--- src/rtl/bvlt_pkg.sv ---
// ----------------------------------------------------------------------------
// bvlt_pkg
// Shared widths, register codes and reset values for the battery voltage
// level tracker.
// ----------------------------------------------------------------------------
package bvlt_pkg;

  // Field widths
  localparam int unsigned VOLT_BITS    = 13;
  localparam int unsigned HYST_BITS    = 10;
  localparam int unsigned CNT_BITS     = 10;
  localparam int unsigned LVL_BITS     = 3;
  localparam int unsigned NUM_THRESH   = 5;
  localparam int unsigned CFG_IDX_BITS = 3;
  localparam int unsigned CFG_DAT_BITS = 13;

  typedef logic [VOLT_BITS-1:0] mv_t;
  typedef mv_t [NUM_THRESH-1:0] thr_arr_t;

  // Configuration register indexes
  typedef enum logic [CFG_IDX_BITS-1:0] {
    REG_HYST     = 3'd0,
    REG_DEBOUNCE = 3'd1,
    REG_TH_ONE   = 3'd2,
    REG_TH_TWO   = 3'd3,
    REG_TH_THREE = 3'd4,
    REG_TH_FOUR  = 3'd5,
    REG_TH_FIVE  = 3'd6
  } cfg_reg_e;

  // Reset values of the configuration registers
  localparam logic [HYST_BITS-1:0] HYST_RST     = 10'd30;
  localparam logic [CNT_BITS-1:0]  DEBOUNCE_RST = 10'd500;
  localparam mv_t                  TH_ONE_RST   = 13'd2800;
  localparam mv_t                  TH_TWO_RST   = 13'd3100;
  localparam mv_t                  TH_THREE_RST = 13'd3300;
  localparam mv_t                  TH_FOUR_RST  = 13'd3700;
  localparam mv_t                  TH_FIVE_RST  = 13'd4000;

  // Debounce counter saturates here
  localparam logic [CNT_BITS-1:0]  CNT_MAX      = '1;

endpackage

--- src/rtl/bvlt_level.sv ---
// ----------------------------------------------------------------------------
// bvlt_level
// Maps a millivolt value to the index of the first threshold it does not
// exceed. Thresholds past the programmed ones read as all ones.
// ----------------------------------------------------------------------------
module bvlt_level
  import bvlt_pkg::*;
#(
  parameter int unsigned NUM_LEVELS = 5
) (
  input  mv_t                 mv_i,
  input  thr_arr_t            thr_i,
  output logic [LVL_BITS-1:0] level_o
);

  localparam int unsigned MAX_LEVELS = 8;

  mv_t [MAX_LEVELS-1:0] thr_ext;
  logic [3:0]           lv;
  logic                 done;

  // Extend the threshold list; unused slots are never exceeded
  always_comb begin
    thr_ext = '{default: '1};
    for (int j = 0; j < NUM_THRESH; j++) begin
      thr_ext[j] = thr_i[j];
    end
  end

  // Priority scan, first threshold not exceeded wins
  always_comb begin
    lv   = '0;
    done = 1'b0;
    for (int k = 0; k < NUM_LEVELS; k++) begin
      if (!done) begin
        if (mv_i <= thr_ext[k]) begin
          done = 1'b1;
        end else begin
          lv = lv + 4'd1;
        end
      end
    end
  end

  // Clamp to the field width
  assign level_o = (lv > 4'd7) ? 3'd7 : lv[LVL_BITS-1:0];

endmodule

--- src/rtl/battery_voltage_level_tracker.sv ---
// ----------------------------------------------------------------------------
// battery_voltage_level_tracker
// Running-average battery voltage filter with hysteresis on the reported
// value and a debounced battery level lookup.
//
//  Channel  | Direction | Contents
//  ---------+-----------+-----------------------------------------------------
//  s_axis   | in        | tdata: voltage_mv; tuser: command, force_level_update
//  m_axis   | out       | tdata: reported_mv, battery_level
//  cfg      | in        | register index and write data, always ready
//
// One sample per cycle while m_axis is not stalled. An accepted sample sits in
// an input register, the filter step is evaluated and the result lands in an
// output register. A stall on m_axis holds the output register; the input
// register still takes a new sample once it drains.
// Reset clears all filter state and loads the default register values.
// ----------------------------------------------------------------------------
module battery_voltage_level_tracker
  import bvlt_pkg::*;
#(
  parameter int unsigned AVG_SHIFT  = 5,
  parameter int unsigned NUM_LEVELS = 5
) (
  input  logic                    clk_i,
  input  logic                    rst_ni,
  // sample input
  input  logic                    s_axis_tvalid,
  output logic                    s_axis_tready,
  input  logic [15:0]             s_axis_tdata,  // [12:0] voltage_mv, [15:13] zero
  input  logic [1:0]              s_axis_tuser,  // [0] command, [1] force_level_update
  // result output
  output logic                    m_axis_tvalid,
  input  logic                    m_axis_tready,
  output logic [15:0]             m_axis_tdata,  // [12:0] reported_mv, [15:13] battery_level
  // configuration writes
  input  logic                    cfg_valid_i,
  output logic                    cfg_ready_o,
  input  logic [CFG_IDX_BITS-1:0] cfg_index_i,
  input  logic [CFG_DAT_BITS-1:0] cfg_data_i
);

  localparam int unsigned SUM_BITS = VOLT_BITS + AVG_SHIFT;

  // Configuration registers
  logic [HYST_BITS-1:0] hyst_q;
  logic [CNT_BITS-1:0]  limit_q;
  thr_arr_t             thr_q;

  // Input register
  logic in_vld_q, in_vld_d;
  logic in_cmd_q, in_force_q;
  mv_t  in_mv_q;

  // Filter state
  logic [SUM_BITS-1:0] sum_q, sum_d;
  mv_t                 avg_q, avg_d;
  mv_t                 held_q, held_d;
  mv_t                 src_q, src_d;
  logic [CNT_BITS-1:0] cnt_q, cnt_d;
  logic [LVL_BITS-1:0] lvl_q, lvl_d;

  // Output register
  logic                out_vld_q, out_vld_d;
  mv_t                 out_mv_q;
  logic [LVL_BITS-1:0] out_lvl_q;

  logic                s_acc, advance, fire;
  logic [SUM_BITS-1:0] sum_base;
  mv_t                 avg_base;
  mv_t                 diff;
  logic [CNT_BITS-1:0] cnt_inc;
  logic [LVL_BITS-1:0] lvl_lookup;

  // Handshake
  assign advance       = !out_vld_q || m_axis_tready;
  assign fire          = in_vld_q && advance;
  assign s_axis_tready = !in_vld_q || advance;
  assign s_acc         = s_axis_tvalid && s_axis_tready;
  assign cfg_ready_o   = 1'b1;

  // Configuration write
  always_ff @(posedge clk_i or negedge rst_ni) begin
    if (!rst_ni) begin
      hyst_q   <= HYST_RST;
      limit_q  <= DEBOUNCE_RST;
      thr_q[0] <= TH_ONE_RST;
      thr_q[1] <= TH_TWO_RST;
      thr_q[2] <= TH_THREE_RST;
      thr_q[3] <= TH_FOUR_RST;
      thr_q[4] <= TH_FIVE_RST;
    end else if (cfg_valid_i) begin
      case (cfg_reg_e'(cfg_index_i))
        REG_HYST:     hyst_q   <= cfg_data_i[HYST_BITS-1:0];
        REG_DEBOUNCE: limit_q  <= cfg_data_i[CNT_BITS-1:0];
        REG_TH_ONE:   thr_q[0] <= cfg_data_i;
        REG_TH_TWO:   thr_q[1] <= cfg_data_i;
        REG_TH_THREE: thr_q[2] <= cfg_data_i;
        REG_TH_FOUR:  thr_q[3] <= cfg_data_i;
        REG_TH_FIVE:  thr_q[4] <= cfg_data_i;
        default: ;
      endcase
    end
  end

  // Input register valid
  always_comb begin
    if (s_acc) begin
      in_vld_d = 1'b1;
    end else if (fire) begin
      in_vld_d = 1'b0;
    end else begin
      in_vld_d = in_vld_q;
    end
  end

  always_ff @(posedge clk_i or negedge rst_ni) begin
    if (!rst_ni) begin
      in_vld_q <= 1'b0;
    end else begin
      in_vld_q <= in_vld_d;
    end
  end

  always_ff @(posedge clk_i) begin
    if (s_acc) begin
      in_cmd_q   <= s_axis_tuser[0];
      in_force_q <= s_axis_tuser[1];
      in_mv_q    <= s_axis_tdata[VOLT_BITS-1:0];
    end
  end

  // Filter step: average, hysteresis, debounce
  always_comb begin
    sum_base = in_cmd_q ? {in_mv_q, {AVG_SHIFT{1'b0}}} : sum_q;
    avg_base = in_cmd_q ? in_mv_q : avg_q;
    sum_d    = sum_base - SUM_BITS'(avg_base) + SUM_BITS'(in_mv_q);
    avg_d    = sum_d[SUM_BITS-1:AVG_SHIFT];

    diff   = (avg_d > held_q) ? (avg_d - held_q) : (held_q - avg_d);
    held_d = (diff >= VOLT_BITS'(hyst_q)) ? avg_d : held_q;

    cnt_inc = (cnt_q == CNT_MAX) ? cnt_q : cnt_q + 1'b1;
    src_d   = src_q;
    lvl_d   = lvl_q;
    if (src_q != held_d) begin
      cnt_d = cnt_inc;
      if (cnt_inc > limit_q || in_force_q) begin
        cnt_d = '0;
        src_d = held_d;
        lvl_d = lvl_lookup;
      end
    end else begin
      cnt_d = '0;
    end
  end

  bvlt_level #(
    .NUM_LEVELS (NUM_LEVELS)
  ) u_level (
    .mv_i    (held_d),
    .thr_i   (thr_q),
    .level_o (lvl_lookup)
  );

  always_ff @(posedge clk_i or negedge rst_ni) begin
    if (!rst_ni) begin
      sum_q  <= '0;
      avg_q  <= '0;
      held_q <= '0;
      src_q  <= '0;
      cnt_q  <= '0;
      lvl_q  <= '0;
    end else if (fire) begin
      sum_q  <= sum_d;
      avg_q  <= avg_d;
      held_q <= held_d;
      src_q  <= src_d;
      cnt_q  <= cnt_d;
      lvl_q  <= lvl_d;
    end
  end

  // Output register
  assign out_vld_d = fire || (out_vld_q && !m_axis_tready);

  always_ff @(posedge clk_i or negedge rst_ni) begin
    if (!rst_ni) begin
      out_vld_q <= 1'b0;
    end else begin
      out_vld_q <= out_vld_d;
    end
  end

  always_ff @(posedge clk_i) begin
    if (fire) begin
      out_mv_q  <= held_d;
      out_lvl_q <= lvl_d;
    end
  end

  assign m_axis_tvalid = out_vld_q;
  assign m_axis_tdata  = {out_lvl_q, out_mv_q};

endmodule
--- config.mk ---
export PLATFORM = sky130hd
export DESIGN_NAME = battery_voltage_level_tracker
export DESIGN_NICKNAME = d
export VERILOG_FILES = /design/src/rtl/bvlt_pkg.sv /design/src/rtl/bvlt_level.sv /design/src/rtl/battery_voltage_level_tracker.sv
export SDC_FILE = /design/constraint.sdc
export NUM_CORES = 1
export LEC_CHECK = 0
export ABC_AREA = 0
export BUFFER_PORTS_ARGS = -buffer_cell sky130_fd_sc_hd__buf_4
export CORE_MARGIN = 1
export CORE_UTILIZATION = 41
export CTS_CLUSTER_DIAMETER = 200
export CTS_CLUSTER_SIZE = 8
export DETAILED_ROUTE_END_ITERATION = 7
export GPL_TIMING_DRIVEN = 1
export PLACE_DENSITY_LB_ADDON = 0.2
export REMOVE_ABC_BUFFERS = 1
export SYNTH_ARGS = -nofsm -noshare
export SYNTH_HDL_FRONTEND = slang
export SYNTH_SLANG_ARGS = --single-unit
--- constraint.sdc ---
create_clock -name clk_i -period 14.2 [get_ports clk_i]
set_clock_uncertainty 0.15 [all_clocks]
set_input_delay 0.71 -clock clk_i [delete_from_list [all_inputs] [get_ports clk_i]]
set_output_delay 0.71 -clock clk_i [all_outputs]
set_load 0.05 [all_outputs]
==> flow_summary_export.csv <==
group,metric,value,unit
outcome,status,"completed",
floorplan,dieHeight,173,um
global_route,grt_antenna_before_repair,0,
setup_path,path_common_cell,"ha_1",
sta,worst_slew_pin_slew,1.18,ns
detailed_routing,drt_wl_total,31000,um
setup_path,path_class,"reg -> reg",
floorplan,die_x,173,um
detailed_routing,vias,9012,
placed_design,place.gp.congestion,0.882,
placed_design,dp_hpwl,22900,um
detailed_routing,vias_per_cell,5.27,
global_route,overflow,0,
sta,fin_setup_tns,0,ns
sta,fin_crit,12.87,ns
layout,area_growth,11.8,%
synth,ys_async_sr_fraction,0.823,
synth,ys_warn_count,0,
layout,fill_cells,2779,
cts,htreeDepth,4,
layout,diodes,0,
cts,cts_buffer_depth,2,
sta,slew_viol_final,0,
global_route,use_met3,0.0333,
detailed_routing,drc_errors,0,
hold_path,min_path_type,"in -> async",
floorplan,dieArea,30100,sq um
sta,slew_headroom,0.202,
detailed_routing,wl_per_cell,18.1,um
cts,cts_resized,0,
global_route,grt_util_met1,0.287,
sta,rsz0062_at_grt,"no",
global_route,grt_pass1_wl,49600,um
detailed_routing,first_pass_iters,4,
setup_path,startpoint_type,"flip-flop",
detailed_routing,drt_iter0_drc,507,
global_route,gr-usage-met2,0.361,
setup_path,critPathMaxStageDelay,0.94,ns
cts,clk_pin_slew,0.08,ns
setup_path,crit_required,14.25,ns
layout,layout_commonest_cell,"inv_1",
synth,synth_area,12000,sq um
setup_path,worstPathMaxFanout,18,
sta,setup_viol,0,
setup_path,cp-end-kind,"flip-flop",
global_route,grt_max_degree,78,
layout,layout_common_cells,"inv_1 (170), nand2_1 (141), ha_1 (131), o21ai_0 (112), dfrtp_1 (104)",
floorplan,io_pins,58,
global_route,grt_use_total,0.214,
synth,synth_cell_types,87,
cts,cts_buffers,17,
cts,ctsHoldBuffers,0,
setup_path,crit_buf_inv,3,
cts,cts_tree,"built",
run,maxCapViolCount,0,
setup_path,crit_path_start,"in_cmd_q",
detailed_routing,ant_nets,0,
global_route,gr-max-usage-layer,"met2",
floorplan,row_count,62,
sta,fmax,77.7,MHz
layout,final_core_util,0.468,
placed_design,port_buffers,53,
layout,multi_input_area,6660,sq um
setup_path,worstPathArrival,12.91,ns
cts,clkLatencyLatePin,0.45,ns
synth,ys_seq_area_frac,0.381,
floorplan,start_util,0.419,
layout,seq_area,4580,sq um
global_route,grt_pass1_vias,8974,
synth,syn_area_per_cell,9.60,sq um
cts,cts_setup_buffers,0,
synth,ys.flop_type,"dfrtp_1",
layout,drive_gt1_frac,0.179,
cts,ctsRootBufferMaster,"clkbuf_16",
synth,ys_ff_latch,175,
synth,synthCells,1255,
layout,nets,1498,
sta,hold_violations,0,
sta,period_share,0.906,
cts,cts.sinks,175,
setup_path,r2r_start,"in_cmd_q",
setup_path,critPathTopFamily,"compound AO/OA/AOI/OAI gates",
floorplan,core_area,28800,sq um
synth,synth_edf_count,31,
setup_path,cp_slowest_cell,"edfxtp_1",
-- sequential cells by signal, indices dropped and copies added, names as in the netlist --
name / cells
in_force_q: 1
hyst_q: 10
src_q: 13
out_mv_q: 13
in_mv_q: 13
in_vld_q: 1
out_lvl_q: 3
limit_q: 10
in_cmd_q: 1
cnt_q: 10
held_q: 13
m_axis_tvalid: 1
sum_q: 18
thr_q: 65
lvl_q: 3
-- synthesized netlist by cell type (10+ instances only) --
cell,instances,share of area
xor2_1,14,0.010
clkbuf_1,21,0.0065
dfrtp_1,104,0.22
o21ai_0,113,0.047
nand3_1,30,0.012
nand4_1,20,0.010
edfxtp_1,31,0.077
inv_1,170,0.053
and2_1,10,0.0052
mux2_2,56,0.052
ha_1,131,0.14
a21o_1,19,0.012
dfstp_2,40,0.087
nand2b_1,22,0.011
nand2_1,141,0.044
mux2i_1,16,0.013
nor2_1,34,0.011
fa_1,15,0.025
a21oi_1,54,0.022
nor2b_1,18,0.0093
o21a_1,11,0.0069
nor3_1,14,0.0058
xnor2_1,28,0.020
-- worst paths after layout --
check                                    end  slack (ns)  depth (start not counted)
worst max-delay path            out_lvl_q[1]        1.33                         43
worst min-delay path               sum_q[15]        0.13                          1
worst max register to register  out_lvl_q[1]        1.33                         43
worst min register to register     sum_q[17]        0.33                          2
max in group asynchronous          thr_q[46]       12.34                          2
min in group clk_i                in_mv_q[0]        0.28                          1
-- logic make-up after synthesis --
logic type                 count (synthesis)  share of synthesized area
buffers and inverters                    207                     0.0682
muxes                                     81                     0.0769
DFF                                      175                      0.381
other                                      1                   0.000311
xor gates and xnor gates                  45                     0.0351
AOI/OAI and AO/OA                        267                      0.140
and+or+nand+nor                          333                      0.138
adders and majority gates                146                      0.161
-- metal layers --
layer  wire length (um)  vias to the layer above
met5                  0                        -
met4                397                        0
met3                731                       17
met2              15000                       97
met1              14900                     4428
li1                   -                     4470
-- worst reg2reg max path: cells and delay by family (launching register included) --
family,cells,cell delay [ns]
buffers and inverters,3,0.60
AOI/OAI and AO/OA,19,4.96
adders and majority gates,7,2.71
muxes,3,0.90
DFF,1,0.94
xor gates and xnor gates,2,0.55
and+or+nand+nor,9,1.82
-- through the flow --
stage / worst slack (ns) / cell area [sq um] / hold slack (ns) / std cells
2_1_floorplan: 3.17 / 11900 / 0.264 / 1219
3_3_place_gp: 1.32 / 12900 / 0.309 / 1678
3_5_place_dp: 1.37 / 12900 / 0.311 / 1678
4_1_cts: 1.22 / 13500 / 0.154 / 1710
5_1_grt: 0.408 / 13500 / 0.183 / 1710
6_report: 1.33 / 13500 / 0.129 / 1710
-- area by class of cell --
type | count | area share
multi-input cells | 873 | 0.495
flip-flops and latches | 175 | 0.340
inverters | 171 | 0.0477
repair buffers | 75 | 0.0421
well taps | 384 | 0.0357
clock buffers | 22 | 0.0337
clock inverters | 10 | 0.00585
Power is not shown: default switching activity piles up to over one toggle a cycle in this logic, so the estimate is an artifact.
